File: config.mk
export PLATFORM = sky130hd
export DESIGN_NAME = usn_decode
export DESIGN_NICKNAME = d
export VERILOG_FILES = /design/src/hdl/assert_macros.svh /design/src/hdl/usn_pkg.sv /design/src/hdl/usn_decode.sv
export SDC_FILE = /design/constraint.sdc
export NUM_CORES = 1
export LEC_CHECK = 0
export ABC_AREA = 1
export BUFFER_PORTS_ARGS = -buffer_cell sky130_fd_sc_hd__buf_2
export CAP_MARGIN = 20
export CORE_MARGIN = 1.5
export CORE_UTILIZATION = 55
export DETAILED_ROUTE_END_ITERATION = 10
export GPL_TIMING_DRIVEN = 1
export PLACE_DENSITY = 0.77
export SYNTH_ARGS = -nofsm -noshare
export SYNTH_HDL_FRONTEND = slang
export SYNTH_SLANG_ARGS = --single-unit
File: constraint.sdc
create_clock -name clock -period 11.3 [get_ports clock]
set_clock_uncertainty 0.2 [all_clocks]
set_input_delay 1.13 -clock clock [delete_from_list [all_inputs] [get_ports clock]]
set_output_delay 1.13 -clock clock [all_outputs]
set_load 0.005 [all_outputs]
File: src/hdl/assert_macros.svh
// Assertion helpers used by the top-level normalizer RTL file.
`ifndef ASSERT_MACROS_SVH
`define ASSERT_MACROS_SVH

// The condition implies the expression in the same cycle.
`define USN_ASSERT_IMPLY(label, clk, rst, cond, expr, msg) \
   label: assert property (@(posedge clk) disable iff (rst) (cond) |-> (expr)) \
      else $error(msg);

// The condition implies the expression in the next cycle.
`define USN_ASSERT_NEXT(label, clk, rst, cond, expr, msg) \
   label: assert property (@(posedge clk) disable iff (rst) (cond) |=> (expr)) \
      else $error(msg);

`endif

File: src/hdl/usn_pkg.sv
`timescale 1ns / 1ps
`default_nettype none

package usn_pkg;

   localparam int QueueDepth = 4;
   localparam int EntryMax   = 3;
   localparam int BurstMax   = 6;
   localparam int ResultCap  = 6;

   localparam logic [7:0] SeqByte0  = 8'hE2;
   localparam logic [7:0] SeqByte1  = 8'h96;
   localparam logic [7:0] SeqByte2  = 8'h81;
   localparam logic [7:0] SpaceByte = 8'h20;

   typedef struct packed {
      logic [7:0] in_byte;
      logic       text_end;
   } req_payload_type;

   typedef struct packed {
      logic [7:0] out_byte;
      logic       byte_valid;
      logic       end_of_text;
   } rsp_payload_type;

   typedef struct packed {
      logic [EntryMax-1:0][7:0] data;
      logic [1:0]               count;
      logic                     text_end;
   } dec_entry_type;

   typedef struct packed {
      logic [BurstMax-1:0][7:0] data;
      logic [2:0]               count;
      logic                     bare;
      logic                     eot;
   } burst_type;

endpackage

`default_nettype wire

File: src/hdl/usn_decode.sv
`timescale 1ns / 1ps
`default_nettype none

module usn_decode (
   input  logic                   clock,
   input  logic                   reset,
   input  usn_pkg::dec_entry_type entry,
   input  logic                   entry_valid,
   output logic                   entry_pop,
   input  logic                   emit_free,
   output logic                   burst_valid,
   output usn_pkg::burst_type     burst
);
   import usn_pkg::*;

   typedef enum logic [1:0] {ActNone, ActDeliver, ActHead, ActTail} act_type;

   localparam logic [20:0] HeadLimit = 21'h400;

   function automatic logic is_cjk(input logic [20:0] c);
      is_cjk = (c >= 21'h3400 && c <= 21'h4DBF) || (c >= 21'h4E00 && c <= 21'h9FFF) ||
               (c >= 21'hF900 && c <= 21'hFAFF) || (c >= 21'h3000 && c <= 21'h303F) ||
               (c >= 21'hFF00 && c <= 21'hFFEF);
   endfunction

   // Comma, period, exclamation and question marks, semicolon, colon, percent
   // and the three closing brackets.
   function automatic logic is_punct(input logic [20:0] c);
      is_punct = c inside {21'h2C, 21'h2E, 21'h21, 21'h3F, 21'h3B,
                           21'h3A, 21'h25, 21'h29, 21'h5D, 21'h7D};
   endfunction

   logic [20:0]      partial_ff;
   logic [20:0]      partial_in;
   logic [1:0]       rem_ff;
   logic [1:0]       rem_in;
   logic             head_sent_ff;
   logic             head_sent_in;
   logic             space_pend_ff;
   logic             space_pend_in;
   logic             last_valid_ff;
   logic             last_valid_in;
   logic             last_cjk_ff;
   logic             last_cjk_in;
   logic [7:0]       tail_ff;
   logic [7:0]       tail_in;
   logic             tail_valid_ff;
   logic             tail_valid_in;
   logic [2:0]       item_cnt_ff;
   logic [1:0]       sidx_ff;

   logic             step_go;
   logic [7:0]       cur_byte;
   logic             at_end;
   logic             last_step;
   logic             final_step;
   logic [20:0]      cont_code;
   act_type          act;
   logic [20:0]      code;
   logic             code_cjk;
   logic             gate;
   logic [3:0][7:0]  enc;
   logic [2:0]       enc_n;
   logic [3:0][7:0]  body;
   logic [2:0]       body_n;
   logic [4:0][7:0]  lst;
   logic [2:0]       n_list;
   logic [2:0]       room;
   logic [2:0]       n_cap;
   logic [5:0][7:0]  merged;
   logic [2:0]       n_merged;

   assign step_go    = entry_valid && emit_free;
   assign cur_byte   = entry.data[sidx_ff];
   assign at_end     = entry.text_end;
   assign last_step  = sidx_ff == (entry.count - 2'd1);
   assign final_step = at_end && last_step;
   assign entry_pop  = step_go && last_step;
   assign cont_code  = {partial_ff[14:0], cur_byte[5:0]};

   // Byte decode: lead classes, continuation assembly, early head and end flush.
   always_comb begin
      act          = ActNone;
      code         = '0;
      partial_in   = partial_ff;
      rem_in       = rem_ff;
      head_sent_in = head_sent_ff;
      if (rem_ff == 2'd0) begin
         if (!cur_byte[7]) begin
            act  = ActDeliver;
            code = {13'd0, cur_byte};
         end else if (cur_byte[7:5] == 3'b110) begin
            partial_in = {16'd0, cur_byte[4:0]};
            rem_in     = 2'd1;
         end else if (cur_byte[7:4] == 4'b1110) begin
            partial_in = {17'd0, cur_byte[3:0]};
            rem_in     = 2'd2;
         end else begin
            partial_in = {18'd0, cur_byte[2:0]};
            rem_in     = 2'd3;
         end
      end else begin
         rem_in     = rem_ff - 2'd1;
         partial_in = cont_code;
         if (rem_ff == 2'd1) begin
            partial_in = '0;
            code       = cont_code;
            if (head_sent_ff) begin
               act          = ActTail;
               head_sent_in = 1'b0;
            end else begin
               act = ActDeliver;
            end
         end else if (rem_ff == 2'd2 && cont_code >= HeadLimit && !at_end) begin
            // The finished code point will be at least 0x10000, so its first
            // three bytes are already known.
            act          = ActHead;
            code         = {cont_code[14:0], 6'd0};
            head_sent_in = 1'b1;
         end
      end
      if (final_step && rem_in != 2'd0 && !head_sent_in) begin
         act  = ActDeliver;
         code = partial_in;
      end
   end

   always_comb begin
      enc   = '0;
      enc_n = 3'd1;
      if (code < 21'h80) begin
         enc[0] = code[7:0];
      end else if (code < 21'h800) begin
         enc[0] = {3'b110, code[10:6]};
         enc[1] = {2'b10, code[5:0]};
         enc_n  = 3'd2;
      end else if (code < 21'h10000) begin
         enc[0] = {4'b1110, code[15:12]};
         enc[1] = {2'b10, code[11:6]};
         enc[2] = {2'b10, code[5:0]};
         enc_n  = 3'd3;
      end else begin
         enc[0] = {5'b11110, code[20:18]};
         enc[1] = {2'b10, code[17:12]};
         enc[2] = {2'b10, code[11:6]};
         enc[3] = {2'b10, code[5:0]};
         enc_n  = 3'd4;
      end
   end

   // Space gate and the list of bytes that this step writes.
   always_comb begin
      code_cjk      = is_cjk(code);
      gate          = 1'b0;
      space_pend_in = space_pend_ff;
      last_valid_in = last_valid_ff;
      last_cjk_in   = last_cjk_ff;
      body          = '0;
      body_n        = 3'd0;
      case (act)
         ActDeliver: begin
            if (code == {13'd0, SpaceByte}) begin
               space_pend_in = 1'b1;
            end else begin
               gate = space_pend_ff && last_valid_ff && code != '0 &&
                      !(last_cjk_ff && code_cjk) && !is_punct(code);
               space_pend_in = 1'b0;
               body          = enc;
               body_n        = enc_n;
               last_valid_in = code != '0;
               last_cjk_in   = code_cjk;
            end
         end
         ActHead: begin
            gate          = space_pend_ff && last_valid_ff;
            space_pend_in = 1'b0;
            body          = enc;
            body_n        = 3'd3;
         end
         ActTail: begin
            body          = {24'd0, 2'b10, cur_byte[5:0]};
            body_n        = 3'd1;
            last_valid_in = code != '0;
            last_cjk_in   = code_cjk;
         end
         default: begin
         end
      endcase
      if (gate) begin
         lst    = {body, SpaceByte};
         n_list = body_n + 3'd1;
      end else begin
         lst    = {8'h00, body};
         n_list = body_n;
      end
   end

   // Within a text-end item the last byte so far is kept back, so that the end
   // mark can land on it if later steps write nothing.
   always_comb begin
      room          = 3'(ResultCap) - item_cnt_ff;
      n_cap         = (n_list > room) ? room : n_list;
      merged        = tail_valid_ff ? {lst, tail_ff} : {8'h00, lst};
      n_merged      = n_cap + {2'd0, tail_valid_ff};
      burst.data    = merged;
      burst.count   = n_merged;
      burst.bare    = 1'b0;
      burst.eot     = 1'b0;
      burst_valid   = 1'b0;
      tail_in       = tail_ff;
      tail_valid_in = tail_valid_ff;
      if (step_go) begin
         if (!at_end) begin
            burst_valid = n_merged != 3'd0;
         end else if (!last_step) begin
            if (n_merged != 3'd0) begin
               burst.count   = n_merged - 3'd1;
               burst_valid   = n_merged > 3'd1;
               tail_in       = merged[n_merged - 3'd1];
               tail_valid_in = 1'b1;
            end
         end else begin
            burst_valid   = 1'b1;
            burst.eot     = 1'b1;
            tail_valid_in = 1'b0;
            if (n_merged == 3'd0) begin
               burst.bare  = 1'b1;
               burst.count = 3'd1;
            end
         end
      end
   end

   always_ff @(posedge clock) begin
      if (reset) begin
         partial_ff    <= '0;
         rem_ff        <= 2'd0;
         head_sent_ff  <= 1'b0;
         space_pend_ff <= 1'b0;
         last_valid_ff <= 1'b0;
         last_cjk_ff   <= 1'b0;
         tail_valid_ff <= 1'b0;
         item_cnt_ff   <= 3'd0;
         sidx_ff       <= 2'd0;
      end else if (step_go) begin
         if (final_step) begin
            partial_ff    <= '0;
            rem_ff        <= 2'd0;
            head_sent_ff  <= 1'b0;
            space_pend_ff <= 1'b0;
            last_valid_ff <= 1'b0;
            last_cjk_ff   <= 1'b0;
            tail_valid_ff <= 1'b0;
            item_cnt_ff   <= 3'd0;
            sidx_ff       <= 2'd0;
         end else begin
            partial_ff    <= partial_in;
            rem_ff        <= rem_in;
            head_sent_ff  <= head_sent_in;
            space_pend_ff <= space_pend_in;
            last_valid_ff <= last_valid_in;
            last_cjk_ff   <= last_cjk_in;
            tail_valid_ff <= tail_valid_in;
            item_cnt_ff   <= last_step ? 3'd0 : item_cnt_ff + n_cap;
            sidx_ff       <= last_step ? 2'd0 : sidx_ff + 2'd1;
         end
      end
   end

   always_ff @(posedge clock) begin
      if (step_go) begin
         tail_ff <= tail_in;
      end
   end

endmodule

`default_nettype wire

* Word-level counts from Yosys, hierarchy flattened *
Cells that the tools add are included.

word-level totals
  register bits = 41
  input bits = 31
  output and inout bits = 55
  word-level logic and storage cells = 172

operators by class
  $add $sub $neg = 8
  magnitude comparators = 18
  equal/unequal tests = 20
  multiplexer cells = 76
  bitwise logic cells = 1
  reductions and logical operators = 39

operator list
  operator              count
  $eq 21x6->1 const B   9
  $mux 21               8
  $pmux 32 s3           1
  $le 21x16->1 const B  3
  $mux 48               1
  $eq 21x7->1 const B   2
  $ge 21x14->1 const B  2
  $ge 21x16->1 const B  2
  $mux 40               1
  $mux 16               2
  $mux 32               1
  $mux 8                4
  $mux 3                10
  $bmux 8 s3            1
  $mux 2                12
  $mux 24               1
  $mux 22               1
  $ge 21x11->1 const B  1
  $ge 21x15->1 const B  1
  $le 21x14->1 const B  1
  $le 21x15->1 const B  1
  $lt 21x12->1 const B  1
  $lt 21x17->1 const B  1
  $lt 21x8->1 const B   1
  other kinds (37)      94

* Longest topological paths before layout *
Gate-level depths: netlist of run 1.

  word-level depth = 32
  gate-level depth with buffers = 46
  depth with buffers taken out = 44

* Worst setup path before layout of run 1 *
Ideal clock, no wire load.

  path kind = input -> output
  from = input entry[0] (netlist name)
  to = output burst[3] (netlist name)
  arrival = 6,534 ps
  data required time = 9,970 ps
  slack = 3,436 ps
  stages = 31
  buffers on the path = 3
  cell sequence = nor3_2 > nand2_1 > nand2_1 > nor2_8 > buf_6 > nand2_1 > nand2_1 > nor2_1 > nand2_2 > nor2_2 > inv_1 > clkbuf_1 > o41ai_1 > ha_1 > xnor2_1 > inv_1 > nand3_1 > nand2_1 > ha_1 > a31oi_1 > nand2_1 > nand2_1 > a21oi_1 > ha_1 > inv_1 > clkbuf_1 > ha_1 > ha_1 > nor3_1 > nor2_1 > a211oi_1

RTL lines
  element          line              RTL
  start, declared  usn_decode.sv:7   input usn_pkg::dec_entry_type entry,
  end, declared    usn_decode.sv:12  output usn_pkg::burst_type burst

==> impl_metrics.prom, run 1 <==
# TYPE chip_impl_metric gauge
chip_impl_info{name="ys_dominant_reg_cell",value="sky130_fd_sc_hd__dfxtp_1"} 1
chip_impl_metric{name="grt_max_degree",unit=""} 42
chip_impl_metric{name="grt_pass1_vias",unit=""} 6336
chip_impl_metric{name="total_core_area",unit="um^2"} 10400
chip_impl_metric{name="maxSlewHeadroom",unit=""} 0.517
chip_impl_info{name="critPathMostFrequentCell",value="sky130_fd_sc_hd__nand2_1"} 1
chip_impl_metric{name="postCtsSetupBuffers",unit=""} 0
chip_impl_metric{name="die_w",unit="um"} 107
chip_impl_metric{name="place.gp.congestion",unit=""} 1.02
chip_impl_metric{name="design.die.area",unit="um^2"} 11400
chip_impl_metric{name="maxCapViolCount",unit=""} 0
chip_impl_metric{name="drive_gt1_frac",unit=""} 0.125
chip_impl_info{name="worst_min_path_class",value="flop to flop"} 1
chip_impl_metric{name="clkLatencyLatePin",unit="ps"} 300
chip_impl_metric{name="timing_worst_slew_pin_value",unit="ps"} 718
chip_impl_info{name="tritoncts",value="built"} 1
chip_impl_metric{name="drv_slew",unit=""} 0
chip_impl_metric{name="detail_route.first_pass.iterations",unit=""} 6
chip_impl_metric{name="rr_worst_depth",unit=""} 33
chip_impl_metric{name="cp_slowest_stage_delay",unit="ps"} 590
chip_impl_metric{name="synth_warnings",unit=""} 0
chip_impl_metric{name="share_of_flip_flops_with_an_asynchronous_set_or_reset_after_synthesis",unit=""} 0
chip_impl_metric{name="post_synth_num_cell_types",unit=""} 51
chip_impl_metric{name="floorplan.initialDensity",unit=""} 0.571
chip_impl_metric{name="dieHeight",unit="um"} 107
chip_impl_metric{name="path_clk_slew",unit="ps"} 80
chip_impl_info{name="synthDominantAreaCellType",value="sky130_fd_sc_hd__nand2_1"} 1
chip_impl_metric{name="clock_tree.htree_level_count",unit=""} 2
chip_impl_metric{name="final.min_clock_period",unit="ps"} 9710
chip_impl_metric{name="grt_antenna_before_repair",unit=""} 0
chip_impl_metric{name="grt.overflow.total",unit=""} 0
chip_impl_metric{name="clock.fmax",unit="MHz"} 103
chip_impl_metric{name="post_synth.cell_area_avg",unit="um^2"} 5.25
chip_impl_metric{name="synthesis.area",unit="um^2"} 5920
chip_impl_info{name="standard_cell_with_the_maximum_stage_delay_on_the_critical_path",value="sky130_fd_sc_hd__ha_1"} 1
chip_impl_info{name="rsz0062_at_grt",value="false"} 1
chip_impl_metric{name="global_route_wire_length_before_repair",unit="um"} 30200
chip_impl_metric{name="critPathRequiredTime",unit="ps"} 9970
chip_impl_metric{name="track_usage",unit=""} 0.321
chip_impl_metric{name="antenna-diode-count",unit=""} 0
chip_impl_info{name="type_of_origin_of_the_critical_path",value="input pin"} 1
chip_impl_metric{name="dpl-instance-area",unit="um^2"} 6290
chip_impl_metric{name="detailedPlacementHpwl",unit="um"} 14200
chip_impl_metric{name="p_per_area",unit="nW/um^2"} 92.9
chip_impl_metric{name="worst-path-max-fanout",unit=""} 25
chip_impl_metric{name="synth_largest_type_area_fraction",unit=""} 0.283
chip_impl_metric{name="count_of_flip_flops_with_a_built_in_enable_after_synthesis",unit=""} 8
chip_impl_metric{name="io_buffers",unit=""} 82
chip_impl_info{name="biggest_area_contributors_in_the_synthesized_netlist",value="sky130_fd_sc_hd__nand2_1, sky130_fd_sc_hd__nand3_1, sky130_fd_sc_hd__dfxtp_1, sky130_fd_sc_hd__inv_1, sky130_fd_sc_hd__nor2_1"} 1
chip_impl_metric{name="routed_via_density",unit=""} 5.50
chip_impl_metric{name="finalInstanceArea",unit="um^2"} 6390
chip_impl_metric{name="drc",unit=""} 0
chip_impl_info{name="yosys.cell_count.top_type",value="sky130_fd_sc_hd__nand2_1"} 1
chip_impl_metric{name="synthCells",unit=""} 1127
chip_impl_metric{name="num_vias",unit=""} 7209
chip_impl_info{name="endpoint_kind",value="primary output"} 1
chip_impl_metric{name="utilization",unit=""} 0.617
chip_impl_metric{name="vdd_ir_drop_max",unit="mV"} 0.0733
chip_impl_metric{name="yosysSeqAreaShare",unit=""} 0.152
chip_impl_metric{name="cells_resized_by_post_cts_repair",unit=""} 0
chip_impl_metric{name="finish.net_count",unit=""} 1222
chip_impl_info{name="worstSetupPathType",value="input pin to primary output"} 1
chip_impl_metric{name="worstHoldPathCells",unit=""} 2
chip_impl_metric{name="setup_failing_eps_final",unit=""} 0
chip_impl_metric{name="cts-buffers-inserted",unit=""} 5
chip_impl_metric{name="drt-initial-drc-count",unit=""} 688
chip_impl_metric{name="cts.hold.buffers_added",unit=""} 0
chip_impl_metric{name="postRouteAntennaNets",unit=""} 0
chip_impl_metric{name="boundary_pins",unit=""} 86
chip_impl_metric{name="setup-tns-final",unit="ps"} 0
chip_impl_metric{name="fin_crit_sh",unit=""} 0.860
chip_impl_metric{name="cts.sink_count",unit=""} 41
chip_impl_info{name="run_status",value="finished clean"} 1
chip_impl_metric{name="worst_hold_slack",unit="ps"} 267
chip_impl_info{name="yosys-top-cells-count",value="sky130_fd_sc_hd__nand2_1, sky130_fd_sc_hd__nand3_1, sky130_fd_sc_hd__inv_1"} 1
chip_impl_metric{name="postSynthRegisterBits",unit=""} 41
chip_impl_metric{name="ctsLongestPathBuffers",unit=""} 2
chip_impl_metric{name="cellLeakagePower",unit="uW"} 0.00354
chip_impl_metric{name="core.rowCount",unit=""} 37
chip_impl_metric{name="wl",unit="um"} 18100
chip_impl_metric{name="routedWlPerCell",unit="um"} 13.8
chip_impl_info{name="clock_tree.root_cell",value="sky130_fd_sc_hd__clkbuf_8"} 1
chip_impl_metric{name="hold_violation_count_in_the_final_report",unit=""} 0
chip_impl_metric{name="worstPathArrival",unit="ps"} 8380
chip_impl_metric{name="area_growth_syn_to_layout",unit="%"} 8.03
[critical path, delay by kind of cell]
| kind | cells | cell delay, ps |
|---|---|---|
| fa+ha+maj | 5 | 1710 |
| xor+xnor | 1 | 110 |
| compound gates | 5 | 820 |
| buf+inv | 6 | 1360 |
| simple gates | 16 | 3250 |
[per-stage QoR]
step / power [uW] / instances / worst slack (ps)
3_5_place_dp: 475 / 1302 / 1700
5_1_grt: 638 / 1310 / 680
6_report: 594 / 1310 / 1590
2_1_floorplan: 393 / 1129 / 3440
3_3_place_gp: 475 / 1302 / 1920
4_1_cts: 588 / 1310 / 1710
[layout make-up]
type	count	area (um^2)
Multi-Input combinational cell	908	4280
Inverter	130	488
Tap cell	136	170
Sequential cell	41	901
Clock inverter	1	8.76
Fill cell	1136	3980
Timing Repair Buffer	87	448
Clock buffer	7	97.6
[cells in the final DEF (no fill, tap or decap), types with 2 or more instances in the layout]
cell / n
sky130_fd_sc_hd__a21boi_0: 2
sky130_fd_sc_hd__a21oi_1: 48
sky130_fd_sc_hd__a21oi_2: 3
sky130_fd_sc_hd__a22oi_1: 5
sky130_fd_sc_hd__a2bb2oi_1: 3
sky130_fd_sc_hd__a31oi_1: 2
sky130_fd_sc_hd__and2_1: 14
sky130_fd_sc_hd__buf_2: 82
sky130_fd_sc_hd__buf_4: 5
sky130_fd_sc_hd__clkbuf_8: 5
sky130_fd_sc_hd__clkinv_1: 2
sky130_fd_sc_hd__conb_1: 3
sky130_fd_sc_hd__dfxtp_1: 33
sky130_fd_sc_hd__edfxtp_1: 8
sky130_fd_sc_hd__ha_1: 17
sky130_fd_sc_hd__inv_1: 115
sky130_fd_sc_hd__inv_2: 13
sky130_fd_sc_hd__nand2_1: 446
sky130_fd_sc_hd__nand2_2: 10
sky130_fd_sc_hd__nand2_4: 6
sky130_fd_sc_hd__nand3_1: 138
sky130_fd_sc_hd__nand3_2: 2
sky130_fd_sc_hd__nand4_1: 11
sky130_fd_sc_hd__nor2_1: 96
sky130_fd_sc_hd__nor2_2: 10
sky130_fd_sc_hd__nor3_1: 7
sky130_fd_sc_hd__o2111ai_1: 3
sky130_fd_sc_hd__o211ai_1: 5
sky130_fd_sc_hd__o21ai_0: 31
sky130_fd_sc_hd__o21ai_1: 14
sky130_fd_sc_hd__o21ai_2: 3
sky130_fd_sc_hd__o21bai_1: 2
sky130_fd_sc_hd__o221ai_1: 2
sky130_fd_sc_hd__o22ai_1: 6
sky130_fd_sc_hd__o31ai_1: 3
sky130_fd_sc_hd__xnor2_1: 2
sky130_fd_sc_hd__xor2_1: 2
[routing by layer]
layer,track usage,up-vias,share of wire
met5,0,-,0
met4,0.0933,0,0.032
met3,0.0407,56,0.081
met2,0.546,360,0.46
met1,0.423,3109,0.43
li1,-,3684,-
[where the power goes]
| part | internal [uW] | switching [uW] |
|---|---|---|
| clock | 57.6 | 56.6 |
| sequential | 154 | 4.60 |
| combinational | 96.2 | 225 |
[worst paths after layout]
check,startpoint,to,slack (ps)
worst max-delay path,entry[0],burst[3],1590
worst max register to register,rem_ff[1]$_SDFFE_PP0P_,tail_ff[0]$_DFFE_PP_,2730
worst min-delay path,partial_ff[15]$_SDFFE_PP0P_,partial_ff[15]$_SDFFE_PP0P_,270
worst min register to register,partial_ff[15]$_SDFFE_PP0P_,partial_ff[15]$_SDFFE_PP0P_,270
[registers in the layout, summed over array words and instances (netlist names)]
register       cells
last_valid_ff      1
partial_ff        21
tail_ff            8
sidx_ff            2
tail_valid_ff      1
rem_ff             2
head_sent_ff       1
last_cjk_ff        1
item_cnt_ff        3
space_pend_ff      1
[kinds of logic (layout without fill, tap and decap cells)]
logic type / after synthesis / in the layout / synth area share
and+or+nand+nor: 746 / 746 / 0.539
buffers and inverters: 180 / 225 / 0.126
xor gates and xnor gates: 4 / 4 / 0.00592
DFF: 41 / 41 / 0.152
adders and majority gates: 18 / 18 / 0.0393
other: 1 / 3 / 0.000634
AOI/OAI and AO/OA: 137 / 137 / 0.137
No activity file was read; power rests on OpenSTA's default activity.
==> inputs of run 2 (changes only) <==
--- a/config.mk
+++ b/config.mk
@@ -5,14 +5,13 @@
 export SDC_FILE = /design/constraint.sdc
 export NUM_CORES = 1
 export LEC_CHECK = 0
-export ABC_AREA = 1
 export BUFFER_PORTS_ARGS = -buffer_cell sky130_fd_sc_hd__buf_2
 export CAP_MARGIN = 20
 export CORE_MARGIN = 1.5
 export CORE_UTILIZATION = 55
 export DETAILED_ROUTE_END_ITERATION = 10
 export GPL_TIMING_DRIVEN = 1
-export PLACE_DENSITY = 0.77
+export PLACE_DENSITY = 0.78
 export SYNTH_ARGS = -nofsm -noshare
 export SYNTH_HDL_FRONTEND = slang
 export SYNTH_SLANG_ARGS = --single-unit
==> run 2 against run 1 <==
  * Sequential cell count stayed put
  * Largest power group unchanged
  * Synthesized area down 5.1%
  * Highest routed layer unchanged
  * Sequential share of layout area rose by 0.62 points
  * Critical endpoint is now burst[2]
  * Core utilization up 0.72 points
  * Combinational power decreased by 30%
  * Worst hold slack gained 19 ps
==> impl_metrics.prom, run 2 <==
# TYPE chip_impl_metric gauge
chip_impl_info{name="final_cell_mix",value="sky130_fd_sc_hd__nor2_1, sky130_fd_sc_hd__nand2_1, sky130_fd_sc_hd__buf_2"} 1
chip_impl_metric{name="cells_resized_by_post_cts_repair",unit=""} 0
chip_impl_info{name="yosys.cell_count.top_type",value="sky130_fd_sc_hd__nor2_1"} 1
chip_impl_metric{name="synth_largest_type_area_fraction",unit=""} 0.118
chip_impl_metric{name="ctsLongestPathBuffers",unit=""} 2
chip_impl_metric{name="cts.sink_count",unit=""} 41
chip_impl_metric{name="boundary_pins",unit=""} 86
chip_impl_info{name="ys_dominant_reg_cell",value="sky130_fd_sc_hd__dfxtp_1"} 1
chip_impl_metric{name="die_w",unit="um"} 104
chip_impl_metric{name="clock_tree.htree_level_count",unit=""} 2
chip_impl_metric{name="cts-buffers-inserted",unit=""} 5
chip_impl_metric{name="final.min_clock_period",unit="ps"} 9890
chip_impl_metric{name="path_clk_slew",unit="ps"} 90
chip_impl_info{name="yosys-top-cells-count",value="sky130_fd_sc_hd__nor2_1, sky130_fd_sc_hd__nand2_1, sky130_fd_sc_hd__o21ai_0"} 1
chip_impl_info{name="final_common_cell",value="sky130_fd_sc_hd__nor2_1"} 1
chip_impl_metric{name="maxSlewHeadroom",unit=""} 0.239
chip_impl_metric{name="seq_area",unit="um^2"} 901
chip_impl_metric{name="worstPathArrival",unit="ps"} 8560
chip_impl_metric{name="drv_slew",unit=""} 0
chip_impl_metric{name="count_of_flip_flops_with_a_built_in_enable_after_synthesis",unit=""} 8
chip_impl_metric{name="grt_max_degree",unit=""} 56
chip_impl_metric{name="postRouteAntennaNets",unit=""} 0
chip_impl_metric{name="vdd_ir_drop_max",unit="mV"} 0.0591
chip_impl_metric{name="cp_slowest_stage_delay",unit="ps"} 1080
chip_impl_metric{name="track_usage",unit=""} 0.366
chip_impl_metric{name="design.die.area",unit="um^2"} 10800
chip_impl_metric{name="routedWlPerCell",unit="um"} 20.8
chip_impl_metric{name="postSynthRegisterBits",unit=""} 41
chip_impl_metric{name="total_core_area",unit="um^2"} 9820
chip_impl_metric{name="synthesis.area",unit="um^2"} 5620
chip_impl_metric{name="clkLatencyLatePin",unit="ps"} 330
chip_impl_metric{name="cellLeakagePower",unit="uW"} 0.00254
chip_impl_info{name="endpoint_kind",value="primary output"} 1
chip_impl_metric{name="core.rowCount",unit=""} 36
chip_impl_info{name="clock_tree.root_cell",value="sky130_fd_sc_hd__clkbuf_8"} 1
chip_impl_info{name="synthDominantAreaCellType",value="sky130_fd_sc_hd__dfxtp_1"} 1
chip_impl_metric{name="detailedPlacementHpwl",unit="um"} 15300
chip_impl_metric{name="number_of_flip_flops_under_the_largest_register_name",unit=""} 21
chip_impl_info{name="top_register",value="partial_ff"} 1
chip_impl_metric{name="floorplan.initialDensity",unit=""} 0.572
chip_impl_metric{name="finish.net_count",unit=""} 884
chip_impl_info{name="run_status",value="finished clean"} 1
chip_impl_metric{name="grt_antenna_before_repair",unit=""} 0
chip_impl_metric{name="io_buffers",unit=""} 82
chip_impl_metric{name="worst_hold_slack",unit="ps"} 286
chip_impl_metric{name="wl",unit="um"} 20100
chip_impl_metric{name="cts.hold.buffers_added",unit=""} 0
chip_impl_info{name="type_of_origin_of_the_critical_path",value="flop"} 1
chip_impl_metric{name="worst-path-max-fanout",unit=""} 31
chip_impl_metric{name="setup-tns-final",unit="ps"} 0
chip_impl_metric{name="antenna-diode-count",unit=""} 0
chip_impl_info{name="rsz0062_at_grt",value="false"} 1
chip_impl_metric{name="critPathRequiredTime",unit="ps"} 9970
chip_impl_metric{name="maxCapViolCount",unit=""} 0
chip_impl_metric{name="hold_violation_count_in_the_final_report",unit=""} 0
chip_impl_metric{name="p_per_area",unit="nW/um^2"} 83.5
chip_impl_info{name="cpLargestDelayFamily",value="simple AND/OR/NAND/NOR gates"} 1
chip_impl_metric{name="post_synth_num_cell_types",unit=""} 98
chip_impl_metric{name="drt-initial-drc-count",unit=""} 623
chip_impl_metric{name="routed_via_density",unit=""} 6.83
chip_impl_metric{name="critical_path.n_buffers_inverters",unit=""} 4
chip_impl_metric{name="share_of_flip_flops_with_an_asynchronous_set_or_reset_after_synthesis",unit=""} 0
chip_impl_info{name="worst_min_path_class",value="flop to flop"} 1
chip_impl_metric{name="multi_input_logic_area",unit="um^2"} 4350
chip_impl_metric{name="num_vias",unit=""} 6616
chip_impl_info{name="largest_registers",value="partial_ff x21, tail_ff x8, item_cnt_ff x3"} 1
chip_impl_metric{name="post_synth.cell_area_avg",unit="um^2"} 7.12
chip_impl_metric{name="drive_gt1_frac",unit=""} 0.183
chip_impl_metric{name="synth_warnings",unit=""} 0
chip_impl_info{name="worstSetupPathType",value="flop to primary output"} 1
chip_impl_metric{name="dieHeight",unit="um"} 104
chip_impl_metric{name="detail_route.first_pass.iterations",unit=""} 5
chip_impl_metric{name="num-fill-cells",unit=""} 919
chip_impl_info{name="standard_cell_with_the_maximum_stage_delay_on_the_critical_path",value="sky130_fd_sc_hd__dfxtp_1"} 1
chip_impl_metric{name="yosysSeqAreaShare",unit=""} 0.160
chip_impl_info{name="tritoncts",value="built"} 1
chip_impl_info{name="critPathMostFrequentCell",value="sky130_fd_sc_hd__ha_1"} 1
chip_impl_metric{name="drc",unit=""} 0
chip_impl_metric{name="grt_pass1_vias",unit=""} 6131
chip_impl_metric{name="grt.overflow.total",unit=""} 0
chip_impl_metric{name="global_route_wire_length_before_repair",unit="um"} 32100
chip_impl_info{name="biggest_area_contributors_in_the_synthesized_netlist",value="sky130_fd_sc_hd__dfxtp_1, sky130_fd_sc_hd__nor2_1, sky130_fd_sc_hd__nand2_1, sky130_fd_sc_hd__mux2i_1, sky130_fd_sc_hd__o21ai_0"} 1
chip_impl_metric{name="clock.fmax",unit="MHz"} 101
chip_impl_metric{name="synthCells",unit=""} 789
chip_impl_metric{name="fin_crit_sh",unit=""} 0.875
chip_impl_metric{name="timing_worst_slew_pin_value",unit="ps"} 1140
chip_impl_metric{name="postCtsSetupBuffers",unit=""} 0
chip_impl_metric{name="utilization",unit=""} 0.624
chip_impl_metric{name="place.gp.congestion",unit=""} 1.03
chip_impl_metric{name="setup_failing_eps_final",unit=""} 0
chip_impl_metric{name="area_growth_syn_to_layout",unit="%"} 9.02
## run 2: changes by cell type after synthesis, moves of 12 or more
cell	delta
sky130_fd_sc_hd__a22oi_1	+24
sky130_fd_sc_hd__a31oi_1	+15
sky130_fd_sc_hd__inv_1	-91
sky130_fd_sc_hd__inv_2	-12
sky130_fd_sc_hd__mux2_2	+15
sky130_fd_sc_hd__mux2i_1	+32
sky130_fd_sc_hd__nand2_1	-358
sky130_fd_sc_hd__nand3_1	-120
sky130_fd_sc_hd__nor2_1	+15
sky130_fd_sc_hd__nor2b_1	+13
sky130_fd_sc_hd__nor3_1	+14
sky130_fd_sc_hd__o21ai_0	+17
## run 2: layout make-up
class	instances	area share
timing repair buffer	93	0.0805
multi-input combinational	667	0.711
clock buffer	8	0.0182
inverter	27	0.0165
tap	133	0.0272
sequential	41	0.147
## run 2: path summary, 6_finish.rpt
path / from / endpoint / slack (ps) / depth (start not counted)
max: rem_ff[1]$_SDFFE_PP0P_ / burst[2] / 1410 / 26
min: last_valid_ff$_SDFFE_PP0P_ / last_valid_ff$_SDFFE_PP0P_ / 290 / 2
max reg2reg: rem_ff[1]$_SDFFE_PP0P_ / tail_ff[1]$_DFFE_PP_ / 2220 / 25
min reg2reg: last_valid_ff$_SDFFE_PP0P_ / last_valid_ff$_SDFFE_PP0P_ / 290 / 2
## run 2: routing by layer
metal | global-route usage | vias up | routed length (um)
li1 | - | 3045 | -
met1 | 0.457 | 3098 | 8150
met2 | 0.614 | 388 | 9320
met3 | 0.0570 | 85 | 1680
met4 | 0.176 | 0 | 973
met5 | 0 | - | 0
## run 2: worst register-to-register path: cells and delay by family (launching register included)
| family | cells | cell delay (ps) |
|---|---|---|
| and+or+nand+nor | 9 | 3000 |
| adders and majority gates | 4 | 1710 |
| buffers and inverters | 2 | 510 |
| DFF | 1 | 1080 |
| AOI/OAI and AO/OA | 8 | 1950 |
| muxes | 2 | 400 |
## run 2: report_power, final
part           switching, uW  leakage [uW]  internal, uW
Sequential              7.74      0.000340           154
Clock                   61.1     0.0000566          63.3
Combinational            151       0.00214          75.2
## run 2: logic make-up after synthesis
family | count (synthesis) | synth area share
AOI/OAI and AO/OA | 265 | 0.341
xor gates and xnor gates | 8 | 0.0138
adders and majority gates | 18 | 0.0414
buffers and inverters | 83 | 0.0677
DFF | 41 | 0.160
muxes | 52 | 0.0995
other | 1 | 0.000667
and+or+nand+nor | 321 | 0.276
## run 2: through the flow
stage | setup WS, ps | instances | instance area (um^2) | power, uW
after global placement | 1870 | 961 | 6010 | 379
after floorplan | 2570 | 791 | 5630 | 319
after detailed placement | 1570 | 961 | 6010 | 383
final | 1410 | 969 | 6130 | 512
after CTS | 1550 | 969 | 6130 | 504
after global routing | 660 | 969 | 6130 | 537
==> inputs of run 3 (changes only) <==
--- a/config.mk
+++ b/config.mk
@@ -11,7 +11,7 @@
 export CORE_UTILIZATION = 55
 export DETAILED_ROUTE_END_ITERATION = 10
 export GPL_TIMING_DRIVEN = 1
-export PLACE_DENSITY = 0.78
+export PLACE_DENSITY = 0.76
 export SYNTH_ARGS = -nofsm -noshare
 export SYNTH_HDL_FRONTEND = slang
 export SYNTH_SLANG_ARGS = --single-unit
==> run 3 against run 2 <==
  * Sequential cell count unchanged
  * Critical path type unchanged
  * Final area increased by 0.25%
  * Worst hold slack got worse by 2.5 ps
  * Critical path depth increased by 1
  * Die area unchanged
  * Critical endpoint unchanged
==> impl_metrics.prom, run 3 (synthesis gave the netlist of run 2 again) <==
# TYPE chip_impl_metric gauge
chip_impl_info{name="run_status",value="finished clean"} 1
chip_impl_metric{name="wl",unit="um"} 20800
chip_impl_metric{name="routed_via_density",unit=""} 6.85
chip_impl_info{name="clock_tree.root_cell",value="sky130_fd_sc_hd__clkbuf_8"} 1
chip_impl_metric{name="path_clk_slew",unit="ps"} 100
chip_impl_metric{name="drc",unit=""} 0
chip_impl_metric{name="critPathRequiredTime",unit="ps"} 9970
chip_impl_metric{name="grt.overflow.total",unit=""} 0
chip_impl_metric{name="dieHeight",unit="um"} 104
chip_impl_metric{name="boundary_pins",unit=""} 86
chip_impl_metric{name="antenna-diode-count",unit=""} 0
chip_impl_info{name="worst_min_path_class",value="flop to flop"} 1
chip_impl_metric{name="timing_worst_slew_pin_value",unit="ps"} 1040
chip_impl_info{name="rsz0062_at_grt",value="false"} 1
chip_impl_metric{name="place.gp.congestion",unit=""} 1.00
chip_impl_metric{name="fin_crit_sh",unit=""} 0.848
chip_impl_metric{name="detailedPlacementHpwl",unit="um"} 15600
chip_impl_metric{name="setup_failing_eps_final",unit=""} 0
chip_impl_info{name="crit_path_end",value="burst[2]"} 1
chip_impl_metric{name="cellLeakagePower",unit="uW"} 0.00255
chip_impl_info{name="endpoint_kind",value="primary output"} 1
chip_impl_metric{name="cts.sink_count",unit=""} 41
chip_impl_metric{name="number_of_flip_flops_under_the_largest_register_name",unit=""} 21
chip_impl_metric{name="maxSlewHeadroom",unit=""} 0.292
chip_impl_metric{name="worstPathArrival",unit="ps"} 8250
chip_impl_metric{name="cells_resized_by_post_cts_repair",unit=""} 0
chip_impl_info{name="top_register",value="partial_ff"} 1
chip_impl_metric{name="vdd_ir_drop_max",unit="mV"} 0.0611
chip_impl_metric{name="die_w",unit="um"} 104
chip_impl_metric{name="io_buffers",unit=""} 82
chip_impl_info{name="final_common_cell",value="sky130_fd_sc_hd__nor2_1"} 1
chip_impl_metric{name="core.rowCount",unit=""} 36
chip_impl_metric{name="grt_max_degree",unit=""} 56
chip_impl_info{name="worstSetupPathType",value="flop to primary output"} 1
chip_impl_metric{name="global_route_wire_length_before_repair",unit="um"} 33000
chip_impl_metric{name="p_per_area",unit="nW/um^2"} 84.6
chip_impl_metric{name="cts.hold.buffers_added",unit=""} 0
chip_impl_metric{name="setup-tns-final",unit="ps"} 0
chip_impl_info{name="critical_path.reg2reg.startpoint",value="sidx_ff[1]$_SDFFE_PP0P_"} 1
chip_impl_metric{name="clock_tree.htree_level_count",unit=""} 2
chip_impl_metric{name="clkLatencyLatePin",unit="ps"} 320
chip_impl_metric{name="power.total",unit="uW"} 519
chip_impl_metric{name="postRouteAntennaNets",unit=""} 0
chip_impl_info{name="timing.critical_path.from",value="sidx_ff[1]$_SDFFE_PP0P_"} 1
chip_impl_metric{name="drive_gt1_frac",unit=""} 0.185
chip_impl_info{name="tritoncts",value="built"} 1
chip_impl_info{name="reg2reg_to",value="tail_ff[1]$_DFFE_PP_"} 1
chip_impl_info{name="final_cell_mix",value="sky130_fd_sc_hd__nor2_1, sky130_fd_sc_hd__nand2_1, sky130_fd_sc_hd__buf_2"} 1
chip_impl_metric{name="total_core_area",unit="um^2"} 9820
chip_impl_metric{name="design.die.area",unit="um^2"} 10800
chip_impl_metric{name="grt_antenna_before_repair",unit=""} 0
chip_impl_metric{name="track_usage",unit=""} 0.374
chip_impl_metric{name="area_growth_syn_to_layout",unit="%"} 9.29
chip_impl_info{name="type_of_origin_of_the_critical_path",value="flop"} 1
chip_impl_metric{name="num_vias",unit=""} 6652
chip_impl_metric{name="detail_route.first_pass.iterations",unit=""} 7
chip_impl_info{name="largest_registers",value="partial_ff x21, tail_ff x8, item_cnt_ff x3"} 1
chip_impl_metric{name="cts-buffers-inserted",unit=""} 5
chip_impl_metric{name="final.min_clock_period",unit="ps"} 9580
chip_impl_metric{name="rr_worst_depth",unit=""} 27
chip_impl_info{name="hold_start",value="last_valid_ff$_SDFFE_PP0P_"} 1
chip_impl_metric{name="hold_violation_count_in_the_final_report",unit=""} 0
chip_impl_metric{name="clock.fmax",unit="MHz"} 104
chip_impl_metric{name="drt-initial-drc-count",unit=""} 800
chip_impl_metric{name="floorplan.initialDensity",unit=""} 0.572
chip_impl_metric{name="routedWlPerCell",unit="um"} 21.4
chip_impl_metric{name="ctsLongestPathBuffers",unit=""} 2
chip_impl_metric{name="maxCapViolCount",unit=""} 0
chip_impl_metric{name="worst-path-max-fanout",unit=""} 23
chip_impl_metric{name="ff2ff_setup_slack",unit="ps"} 2330
chip_impl_metric{name="finish.net_count",unit=""} 886
chip_impl_metric{name="drv_slew",unit=""} 0
chip_impl_metric{name="grt_pass1_vias",unit=""} 6122
chip_impl_metric{name="postCtsSetupBuffers",unit=""} 0
run 3: cell count changes in the layout (fill, tap and decap cells not counted):
cell	change
sky130_fd_sc_hd__bufinv_16	+1
sky130_fd_sc_hd__clkinv_4	+1
sky130_fd_sc_hd__buf_4	+2
sky130_fd_sc_hd__clkbuf_8	-1
sky130_fd_sc_hd__clkbuf_16	-1
run 3: per-stage QoR:
stage | utilization | cells | worst slack (ps) | cell area [um^2] | hold slack [ps]
floorplan | - | 791 | 2570 | 5630 | 251
global placement | 0.614 | 963 | 2290 | 6030 | 264
global route | 0.625 | 971 | 1060 | 6140 | 300
detailed placement | 0.614 | 963 | 2040 | 6030 | 265
finish | 0.625 | 971 | 1720 | 6140 | 284
CTS | 0.625 | 971 | 1840 | 6140 | 279
run 3: power by group:
part           total [uW]  internal [uW]  switching [uW]  leakage (uW)
Sequential            159            154            5.67      0.000340
Clock                 129           66.6            62.6     0.0000554
Combinational         231           76.4             155       0.00215
run 3: final cells by class:
| type | count | area, um^2 |
|---|---|---|
| fill | 949 | 3680 |
| clock inverter | 2 | 38.8 |
| inverter | 27 | 101 |
| multi-input combinational | 667 | 4350 |
| sequential | 41 | 901 |
| clock buffer | 6 | 72.6 |
| timing repair buffer | 95 | 508 |
| tap | 133 | 166 |
run 3: worst min path at each step:
| stage | end | depth (start not counted) |
|---|---|---|
| floorplan | last_valid_ff$_SDFFE_PP0P_ | 2 |
| global placement | last_valid_ff$_SDFFE_PP0P_ | 2 |
| detailed placement | last_valid_ff$_SDFFE_PP0P_ | 2 |
| CTS | last_valid_ff$_SDFFE_PP0P_ | 2 |
| global route | last_valid_ff$_SDFFE_PP0P_ | 2 |
| finish | last_valid_ff$_SDFFE_PP0P_ | 2 |
run 3: critical path, cell delays in order, from the launching register on:
cell and delay (ps):
sky130_fd_sc_hd__dfxtp_1 800, sky130_fd_sc_hd__nor2b_1 660, sky130_fd_sc_hd__a2bb2oi_1 410, sky130_fd_sc_hd__and4b_1 330
sky130_fd_sc_hd__o311ai_0 690, sky130_fd_sc_hd__nand2_1 190, sky130_fd_sc_hd__nor3_1 340, sky130_fd_sc_hd__a21boi_0 250
sky130_fd_sc_hd__a311oi_1 320, sky130_fd_sc_hd__nor2_1 110, sky130_fd_sc_hd__ha_1 300, sky130_fd_sc_hd__mux2i_1 180
sky130_fd_sc_hd__inv_1 80, sky130_fd_sc_hd__ha_1 310, sky130_fd_sc_hd__nor2b_1 130, sky130_fd_sc_hd__o21ai_0 210
sky130_fd_sc_hd__nor2b_1 250, sky130_fd_sc_hd__a31oi_1 110, sky130_fd_sc_hd__mux2i_1 180, sky130_fd_sc_hd__ha_1 600
sky130_fd_sc_hd__clkinv_1 170, sky130_fd_sc_hd__ha_1 240, sky130_fd_sc_hd__ha_1 210, sky130_fd_sc_hd__inv_1 110
sky130_fd_sc_hd__ha_1 240, sky130_fd_sc_hd__mux2_2 260, sky130_fd_sc_hd__o21ai_0 120, sky130_fd_sc_hd__buf_2 130
run 3: routing by layer:
layer | part of all wire | track usage | up-vias
li1 | - | - | 3045
met2 | 0.47 | 0.633 | 427
met4 | 0.038 | 0.159 | 0
met1 | 0.40 | 0.469 | 3112
met5 | 0 | 0 | -
met3 | 0.096 | 0.0608 | 68
